$ cat config.mk
export PLATFORM = sky130hd
export DESIGN_NAME = url_percent_decoder
export DESIGN_NICKNAME = d
export VERILOG_FILES = /design/src/hw/rtl/upd_pkg.sv /design/src/hw/rtl/upd_decode.sv /design/src/hw/rtl/url_percent_decoder.sv
export SDC_FILE = /design/constraint.sdc
export NUM_CORES = 1
export LEC_CHECK = 0
export BUFFER_PORTS_ARGS = -buffer_cell sky130_fd_sc_hd__buf_2
export CAP_MARGIN = 20
export CELL_PAD_IN_SITES_DETAIL_PLACEMENT = 0
export CELL_PAD_IN_SITES_GLOBAL_PLACEMENT = 1
export CORE_MARGIN = 2
export CORE_UTILIZATION = 30
export CTS_CLUSTER_SIZE = 28
export DETAILED_ROUTE_END_ITERATION = 10
export PLACE_DENSITY_LB_ADDON = 0.08
export SLEW_MARGIN = 10
export SYNTH_ARGS = -nofsm -noshare
export SYNTH_HDL_FRONTEND = slang
export SYNTH_SLANG_ARGS = --single-unit
$ cat constraint.sdc
create_clock -name clk -period 3.65 [get_ports clk]
set_clock_uncertainty 0.2 [all_clocks]
set_input_delay 0.1825 -clock clk [delete_from_list [all_inputs] [get_ports clk]]
set_output_delay 0.1825 -clock clk [all_outputs]
set_load 0.01 [all_outputs]
$ cat src/hw/rtl/upd_pkg.sv
// shared types, character constants and helper functions for the url percent decoder
package upd_pkg;

    typedef enum logic [1:0] {
        MODE_PLAIN,
        MODE_HEX1,
        MODE_HEX2,
        MODE_SKIP
    } mode_t;

    localparam logic [7:0] CH_NUL     = 8'h00;
    localparam logic [7:0] CH_PERCENT = 8'h25;
    localparam logic [7:0] CH_PLUS    = 8'h2B;
    localparam logic [7:0] CH_CR      = 8'h0D;
    localparam logic [7:0] CH_LF      = 8'h0A;
    localparam logic [7:0] CH_SPACE   = 8'h20;

    typedef struct packed {
        logic [7:0] data;
        logic       eos;
        logic       err;
    } result_t;

    typedef struct packed {
        logic    emit;
        result_t res;
    } dec_out_t;

    typedef struct packed {
        logic       ok;
        logic [3:0] value;
    } hex_digit_t;

    function automatic hex_digit_t hex_value(input logic [7:0] b);
        hex_digit_t d;
        d.ok    = 1'b1;
        d.value = 4'd0;
        if (b inside {[8'h30:8'h39]})
        begin
            d.value = 4'(b - 8'h30);
        end
        else if (b inside {[8'h41:8'h46]})
        begin
            d.value = 4'(b - 8'h37);
        end
        else if (b inside {[8'h61:8'h66]})
        begin
            d.value = 4'(b - 8'h57);
        end
        else
        begin
            d.ok = 1'b0;
        end
        return d;
    endfunction

    function automatic logic [7:0] to_space(input logic [7:0] b);
        logic [7:0] r;
        r = b;
        if (b == CH_PLUS || b == CH_CR || b == CH_LF)
        begin
            r = CH_SPACE;
        end
        return r;
    endfunction

endpackage

$ cat src/hw/rtl/upd_decode.sv
// escape state machine and byte decode for one buffered input word
module upd_decode
(
    input  logic             clk,
    input  logic             rst_n,
    input  logic             advance,   // buffered word is consumed this cycle
    input  logic [7:0]       in_byte,
    output upd_pkg::dec_out_t dec
);

    upd_pkg::mode_t     mode_reg;
    upd_pkg::mode_t     mode_next;
    logic [3:0]         high_nibble_reg;
    logic [3:0]         high_nibble_next;
    upd_pkg::hex_digit_t digit;

    always_ff @(posedge clk or negedge rst_n)
    begin
        if (!rst_n)
        begin
            mode_reg        <= upd_pkg::MODE_PLAIN;
            high_nibble_reg <= 4'd0;
        end
        else if (advance)
        begin
            mode_reg        <= mode_next;
            high_nibble_reg <= high_nibble_next;
        end
    end

    always_comb
    begin
        digit            = upd_pkg::hex_value(in_byte);
        mode_next        = mode_reg;
        high_nibble_next = high_nibble_reg;
        dec.emit         = 1'b0;
        dec.res.data     = 8'd0;
        dec.res.eos      = 1'b0;
        dec.res.err      = 1'b0;

        case (mode_reg)
            upd_pkg::MODE_PLAIN:
            begin
                if (in_byte == upd_pkg::CH_NUL)
                begin
                    dec.emit    = 1'b1;
                    dec.res.eos = 1'b1;
                end
                else if (in_byte == upd_pkg::CH_PERCENT)
                begin
                    mode_next = upd_pkg::MODE_HEX1;
                end
                else
                begin
                    dec.emit     = 1'b1;
                    dec.res.data = upd_pkg::to_space(in_byte);
                end
            end
            upd_pkg::MODE_HEX1, upd_pkg::MODE_HEX2:
            begin
                if (in_byte == upd_pkg::CH_NUL)
                begin
                    // terminator inside an escape ends the string with an error
                    mode_next   = upd_pkg::MODE_PLAIN;
                    dec.emit    = 1'b1;
                    dec.res.eos = 1'b1;
                    dec.res.err = 1'b1;
                end
                else if (!digit.ok)
                begin
                    mode_next   = upd_pkg::MODE_SKIP;
                    dec.emit    = 1'b1;
                    dec.res.eos = 1'b1;
                    dec.res.err = 1'b1;
                end
                else if (mode_reg == upd_pkg::MODE_HEX1)
                begin
                    high_nibble_next = digit.value;
                    mode_next        = upd_pkg::MODE_HEX2;
                end
                else
                begin
                    mode_next    = upd_pkg::MODE_PLAIN;
                    dec.emit     = 1'b1;
                    dec.res.data = upd_pkg::to_space({high_nibble_reg, digit.value});
                end
            end
            upd_pkg::MODE_SKIP:
            begin
                // rest of a bad string is dropped silently
                if (in_byte == upd_pkg::CH_NUL)
                begin
                    mode_next = upd_pkg::MODE_PLAIN;
                end
            end
            default:
            begin
                mode_next = upd_pkg::MODE_PLAIN;
            end
        endcase
    end

endmodule

$ cat src/hw/rtl/url_percent_decoder.sv
// top level of the url percent decoder: input register, decode, output register
//
// Decodes a url-encoded byte stream, one encoded byte per input word.
// Slave side (s_*): one encoded byte per word; a zero byte ends the string.
// Master side (m_*): one decoded byte per word; m_tlast marks the end word of a
// string (data zero), m_tuser flags a malformed escape on that end word, and the
// consumer then discards the string. Escape bytes and dropped bytes give no word.
// Throughput: one input word per cycle, sustained while m_tready stays high, as
// the decode is a single shallow pass between the input register and the output
// register. An accepted word waits in the input register, is decoded and is loaded
// into the output register, which drives m_*; back-pressure can hold it in between.
// While m_tready is low, the output register holds its word and the input
// register still takes one more word; s_tready drops only when both are full.
// Reset (rst_n low, asynchronous) empties both registers and returns the
// escape state to plain text.
module url_percent_decoder
(
    input  logic       clk,
    input  logic       rst_n,
    input  logic       s_tvalid,
    output logic       s_tready,
    input  logic [7:0] s_tdata,    // [7:0] in_byte
    output logic       m_tvalid,
    input  logic       m_tready,
    output logic [7:0] m_tdata,    // [7:0] out_byte
    output logic       m_tlast,
    output logic       m_tuser     // [0] decode_error
);

    logic               in_valid_reg;
    logic               in_valid_next;
    logic [7:0]         in_byte_reg;
    logic               out_valid_reg;
    logic               out_valid_next;
    upd_pkg::result_t   out_res_reg;
    upd_pkg::dec_out_t  dec;
    logic               out_free;
    logic               advance;
    logic               s_accept;

    upd_decode u_decode
    (
        .clk     (clk),
        .rst_n   (rst_n),
        .advance (advance),
        .in_byte (in_byte_reg),
        .dec     (dec)
    );

    assign out_free = !out_valid_reg || m_tready;
    assign advance  = in_valid_reg && (!dec.emit || out_free);
    assign s_tready = !in_valid_reg || advance;
    assign s_accept = s_tvalid && s_tready;

    always_comb
    begin
        in_valid_next = in_valid_reg;
        if (s_accept)
        begin
            in_valid_next = 1'b1;
        end
        else if (advance)
        begin
            in_valid_next = 1'b0;
        end

        out_valid_next = out_valid_reg;
        if (advance && dec.emit)
        begin
            out_valid_next = 1'b1;
        end
        else if (m_tready)
        begin
            out_valid_next = 1'b0;
        end
    end

    always_ff @(posedge clk or negedge rst_n)
    begin
        if (!rst_n)
        begin
            in_valid_reg  <= 1'b0;
            out_valid_reg <= 1'b0;
        end
        else
        begin
            in_valid_reg  <= in_valid_next;
            out_valid_reg <= out_valid_next;
        end
    end

    // payload registers, no reset needed
    always_ff @(posedge clk)
    begin
        if (s_accept)
        begin
            in_byte_reg <= s_tdata;
        end
        if (advance && dec.emit)
        begin
            out_res_reg <= dec.res;
        end
    end

    assign m_tvalid = out_valid_reg;
    assign m_tdata  = out_res_reg.data;
    assign m_tlast  = out_res_reg.eos;
    assign m_tuser  = out_res_reg.err;

endmodule
=== Yosys cells after proc, flatten, opt, wreduce, memory -nomap -nowiden ===
Index checks and enable logic that the tools add are counted.
W data, S select, Z words.

* Bits in registers: 26
* Latch bits: 0
* RAM bits: 0
* ROM bits: 0
* Output and inout bits: 12
* Word-level logic and storage cells: 85
* Memories kept: 0

* $add $sub $neg: 3
* $mul: 0
* Div/mod/pow operators: 0
* $lt $le $gt $ge: 6
* Equal/unequal tests: 13
* Shift-type cells: 0
* Muxes and demuxes: 31
* Bitwise logic cells: 1
* Reductions and logical operators: 23

{| class="wikitable"
|+ Operators with widths
! operator !! count
|-
| $mux W8 || 5
|-
| $eq A8 B4 Y1 const B || 4
|-
| $eq A8 B6 Y1 const B || 3
|-
| $pmux W10 S2 || 1
|-
| $mux W9 || 2
|-
| $ge A8 B7 Y1 const B || 2
|-
| $le A8 B7 Y1 const B || 2
|-
| $mux W2 || 8
|-
| $mux W4 || 3
|-
| $mux W1 || 11
|-
| $ge A8 B6 Y1 const B || 1
|-
| $le A8 B6 Y1 const B || 1
|-
| $logic_not A8 Y1 || 1
|-
| $sub A4 B3 Y4 const B || 2
|-
| $logic_or A1 B1 Y1 || 7
|-
| $logic_and A1 B1 Y1 || 6
|-
| $pmux W2 S3 || 1
|-
| $reduce_and A5 Y1 || 1
|-
| $eq A2 B2 Y1 const B || 2
|-
| $ne A2 B1 Y1 const B || 2
|-
| $reduce_and A4 Y1 || 1
|-
| $reduce_bool A2 Y1 || 2
|-
| $sub A4 B1 Y4 const B || 1
|-
| $logic_not A1 Y1 || 3
|-
| 5 further kinds || 5
|}

=== Longest topological paths before layout ===
* Word-level depth: 19
* Gate-level depth with buffers: 8

=== Hierarchy ===
From an unflattened synthesis, not the netlist that was laid out.

* Cell total of the unflattened synthesis: 135
* Area total of the unflattened synthesis: 1515.2 um2

{| class="wikitable"
|+ Modules (own cells, without submodules)
! module !! instances !! cells an instance !! area an instance (um2)
|-
| upd_decode || 1 || 107 || 857.1
|-
| url_percent_decoder || 1 || 28 || 658.1
|}

=== Worst setup path after synthesis ===
No wires, ideal clock.

* Kind: register -> register
* Start: reg in_byte_reg[1]
* End: reg out_res_reg (netlist bit m_tdata[0]) (enable)
* Library setup time: 0.377 ns
* Arrival: 2.296 ns
* Data required time: 3.073 ns
* Setup slack: 0.777 ns
* Stages on the path, launching flop included: 9
* Buffers on the path: 0
* Clock period less this slack: 2.873 ns
* Cells stage by stage: edfxtp_1 -> inv_1 -> ha_1 -> or3b_4 -> nand4_1 -> o21ai_1 -> nand3_2 -> nand3_1 -> nor2b_1

* Word-level cells in the longest chain between the ends: 12

{| class="wikitable"
|+ RTL lines
! element !! line !! RTL
|-
| start: declaration || url_percent_decoder.sv:32 || <nowiki>logic [7:0] in_byte_reg;</nowiki>
|-
| start signal: assignment || url_percent_decoder.sv:97 || <nowiki>in_byte_reg <= s_tdata;</nowiki>
|-
| $ge A8 B7 Y1 / $le A8 B7 Y1 (equally long branches) || upd_pkg.sv:46 || <nowiki>else if (b inside {[8'h61:8'h66]})</nowiki>
|-
| $logic_and A1 B1 Y1 || upd_pkg.sv:46 ||
|-
| $mux W1 || upd_pkg.sv:46 ||
|-
| $mux W1 || upd_pkg.sv:42 || <nowiki>else if (b inside {[8'h41:8'h46]})</nowiki>
|-
| $mux W1 || upd_pkg.sv:38 || <nowiki>if (b inside {[8'h30:8'h39]})</nowiki>
|-
| $mux W1 || upd_decode.sv:69 || <nowiki>else if (!digit.ok)</nowiki>
|-
| $mux W1 || upd_decode.sv:61 || <nowiki>if (in_byte == upd_pkg::CH_NUL)</nowiki>
|-
| $pmux W10 S2 (*) || upd_decode.sv:41 || <nowiki>case (mode_reg)</nowiki>
|-
| $logic_not A1 Y1 || url_percent_decoder.sv:51 || <nowiki>assign advance = in_valid_reg && (!dec.emit || out_free);</nowiki>
|-
| $logic_or A1 B1 Y1 || url_percent_decoder.sv:51 ||
|-
| $logic_and A1 B1 Y1 || url_percent_decoder.sv:51 ||
|-
| $logic_and A1 B1 Y1 (*) || url_percent_decoder.sv:99 || <nowiki>if (advance && dec.emit)</nowiki>
|-
| end signal: assignment || url_percent_decoder.sv:101 || <nowiki>out_res_reg <= dec.res;</nowiki>
|-
| end: declaration || url_percent_decoder.sv:35 || <nowiki>upd_pkg::result_t out_res_reg;</nowiki>
|}

Every way passes the cells marked *; elsewhere a longest branch is shown, timed or not.
A chain may end at the register's enable or synchronous reset.

==> impl_metrics.csv <==
group,metric,value,unit
timing,rsz0062_at_grt,"false",
critical_path,worst_path_max_delay_cell,"edfxtp_1",
pwr,powerDensity,645,mW/mm2
global_route,first_global_vias,1215,
critical_path,worst-path-max-fanout,7,
critical_path,cp-end-kind,"flip-flop",
cts,cts_made_buffers,3,
finish,nNetsFinal,204,
job,drv_cap,0,
timing,finalCritPeriodShare,82.7,%
synth,synthCells,148,
timing,max_freq,331,MHz
floorplanning,die_w,78.1,um
floorplanning,initial_core_util,31.7,%
floorplanning,rows,26,
critical_path,r2r_end,"m_tdata[3]",
floorplanning,die_y,78.1,um
routing,vias,1245,
finish,stdcell_area,0.00200,mm2
timing,finalSetupTns,0,ps
cts,cts.sinks,26,
timing,post-route-min-period,3020,ps
cts,clkTransAtPathRegs,90,ps
critical_path,path_cells,"inv_1 -> ha_1 -> or3b_4 -> nand4_1 -> o32ai_2 -> a21boi_1 -> o41ai_2 -> o21ai_1",
finish,area_delta_synth_final,21.5,%
placed_design,post-dp-hpwl,2870,um
floorplanning,core,0.00520,mm2
cts,cts_root_buf,"clkbuf_8",
finish,diodes,0,
critical_path,crit_type,"reg2reg",
routing,drcViolationCount,0,
synth,synth_nets,169,
routing,wl_per_cell,14.5,um
global_route,grt_pass1_wl,6150,um
routing,wl_met2,1720,um
critical_path,r2r_cells,8,
routing,drt_iter0_markers,61,
global_route,grt_max_degree,16,
synth,syn_area,0.00165,mm2
hold_path,min_from,"m_tready",
global_route,grt_antenna_before_repair,0,
synth,syn_area_per_cell,11.1,um2
cts,postCtsSetupBuffers,0,
routing,dr.max_layer_used,"met4",
synth,ys_async_sr_fraction,30.8,%
synth,synth.distinct_cells,48,
global_route,grt.overflow.total,0,
placed_design,portBuffers,23,
cts,clockBufferDepth,2,
cts,cts_max_level,1,
placed_design,dpl_worst_slack,666,ps
routing,wl,3660,um
pwr,power,1.29,mW
routing,dr.pass1.iters,4,
critical_path,max_stage_delay,510,ps
critical_path,critical_path_required,3470,ps
timing,setup_viol,0,
placed_design,place_area,0.00183,mm2
routing,ant_nets,0,
finish,fin_cells,252,
critical_path,r2r_setup_slack,630,ps
floorplanning,die-area,0.00610,mm2
critical_path,r2r_start,"in_byte_reg[1]",
global_route,track_usage,12.8,%
finish,utilization,38.5,%
synth,ys_seq_area_share,45.0,%
routing,met1_length,1760,um
hold_path,hold_end,"m_tvalid",
floorplanning,ioPinCount,24,
critical_path,worstSetupStartpointType,"flip-flop",
synth,ys_warn_count,0,
hold_path,holdCritPathClass,"in2reg",
cts,clk_latency,270,ps
hold_path,holdPathStages,3,
timing,timing_worst_slew_pin_value,523,ps
pwr,vdd_drop_max,0.223,mV
timing,finalMaxSlewViolations,0,
placed_design,dp.cells,238,
pwr,p_leak,0.785,nW
routing,route.met3.wl,133,um
cts,cts_tree,"done",
finish,drive_gt1_share,27.5,%
critical_path,worstPathArrival,2840,ps
finish,num-fill-cells,530,
cts,ctsHoldBuffers,10,
placed_design,place.gp.congestion,0.841,
timing,hold_viol,0,
routing,avgViaCountPerCell,4.94,
synth,synth-seq-cells,26,
synth,synth-main-ff-cell,"edfxtp_1",
cts,ctsResizeCount,0,
run_status,status,"completed",
timing,fin_ws,632,ps
timing,whs,9.76,ps
synth,synth_edf_count,18,
timing,relSlewSlack,64.9,%
kinds of logic after synthesis:
group                      synth area share (%)
adders and majority gates                  6.83
muxes                                      6.38
and+or+nand+nor                            18.4
xor gates and xnor gates                  0.532
DFF                                        45.0
AOI/OAI and AO/OA                          18.5
buffers and inverters                      4.40
worst max-delay path, delay by kind of cell (launching register included):
family	cells	cell delay, ps
buffers and inverters	1	160
flip-flops	1	510
AO/OA/AOI/OAI	4	1080
AND/OR/NAND/NOR	2	510
adder cells (fa/ha/maj)	1	310
synth_stat cells (5+ instances only):
cell type	instances	area share, %
mux2_4	5	4.6
nor2_1	6	1.4
nand2_1	5	1.1
inv_1	9	2.0
ha_1	9	6.8
a22o_1	5	2.7
edfxtp_1	18	33
o21ai_1	6	1.8
a21oi_1	5	1.5
nand3_1	13	3.9
nor3_1	6	1.8
dfrtp_1	8	12
cell type report:
cell class / count / area (um2) / area share (%)
multi-input cells: 107 / 835 / 41.7
flip-flops and latches: 26 / 741 / 37.0
repair buffers: 35 / 230 / 11.5
well taps: 70 / 87.6 / 4.38
clock buffers: 3 / 41.3 / 2.06
inverters: 10 / 37.5 / 1.88
clock inverters: 1 / 30.0 / 1.50
cell usage in the layout, fill, tap and decap left out, types with 3 or more instances in the layout:
cell,n
nand2_1,5
edfxtp_1,18
o211ai_1,4
inv_1,9
o21ai_1,6
dlygate4sd3_1,10
mux2i_1,3
nor3_1,6
a22o_1,5
nand3_1,13
buf_2,23
a21oi_1,5
nor2_1,6
clkbuf_8,3
mux2_4,5
dfrtp_1,8
nand2b_1,3
ha_1,9
nor2b_1,3
o21ai_0,4
layer usage:
metal  global-route usage (%)  vias up
met5                        0        -
met4                     3.51        0
met3                     3.33        4
met2                     20.7       32
met1                     17.0      581
li1                         -      628
worst max path at each step:
stage / depth (start not counted) / slack (ps) / start / to
2_1_floorplan: 8 / 780 / in_byte_reg[1] / m_tdata[0]
3_3_place_gp: 8 / 730 / in_byte_reg[1] / m_tdata[0]
3_5_place_dp: 8 / 670 / in_byte_reg[1] / m_tdata[0]
4_1_cts: 8 / 660 / in_byte_reg[1] / m_tdata[0]
5_1_grt: 8 / 430 / in_byte_reg[1] / in_byte_reg[3]
6_report: 8 / 630 / in_byte_reg[1] / m_tdata[3]
power by group:
group          internal, mW  total [mW]  switching (mW)
sequential            0.434       0.497          0.0626
clock                 0.147       0.234          0.0876
combinational         0.240       0.559           0.319
total                 0.821        1.29           0.470
Power figures use the tool's default switching activity.
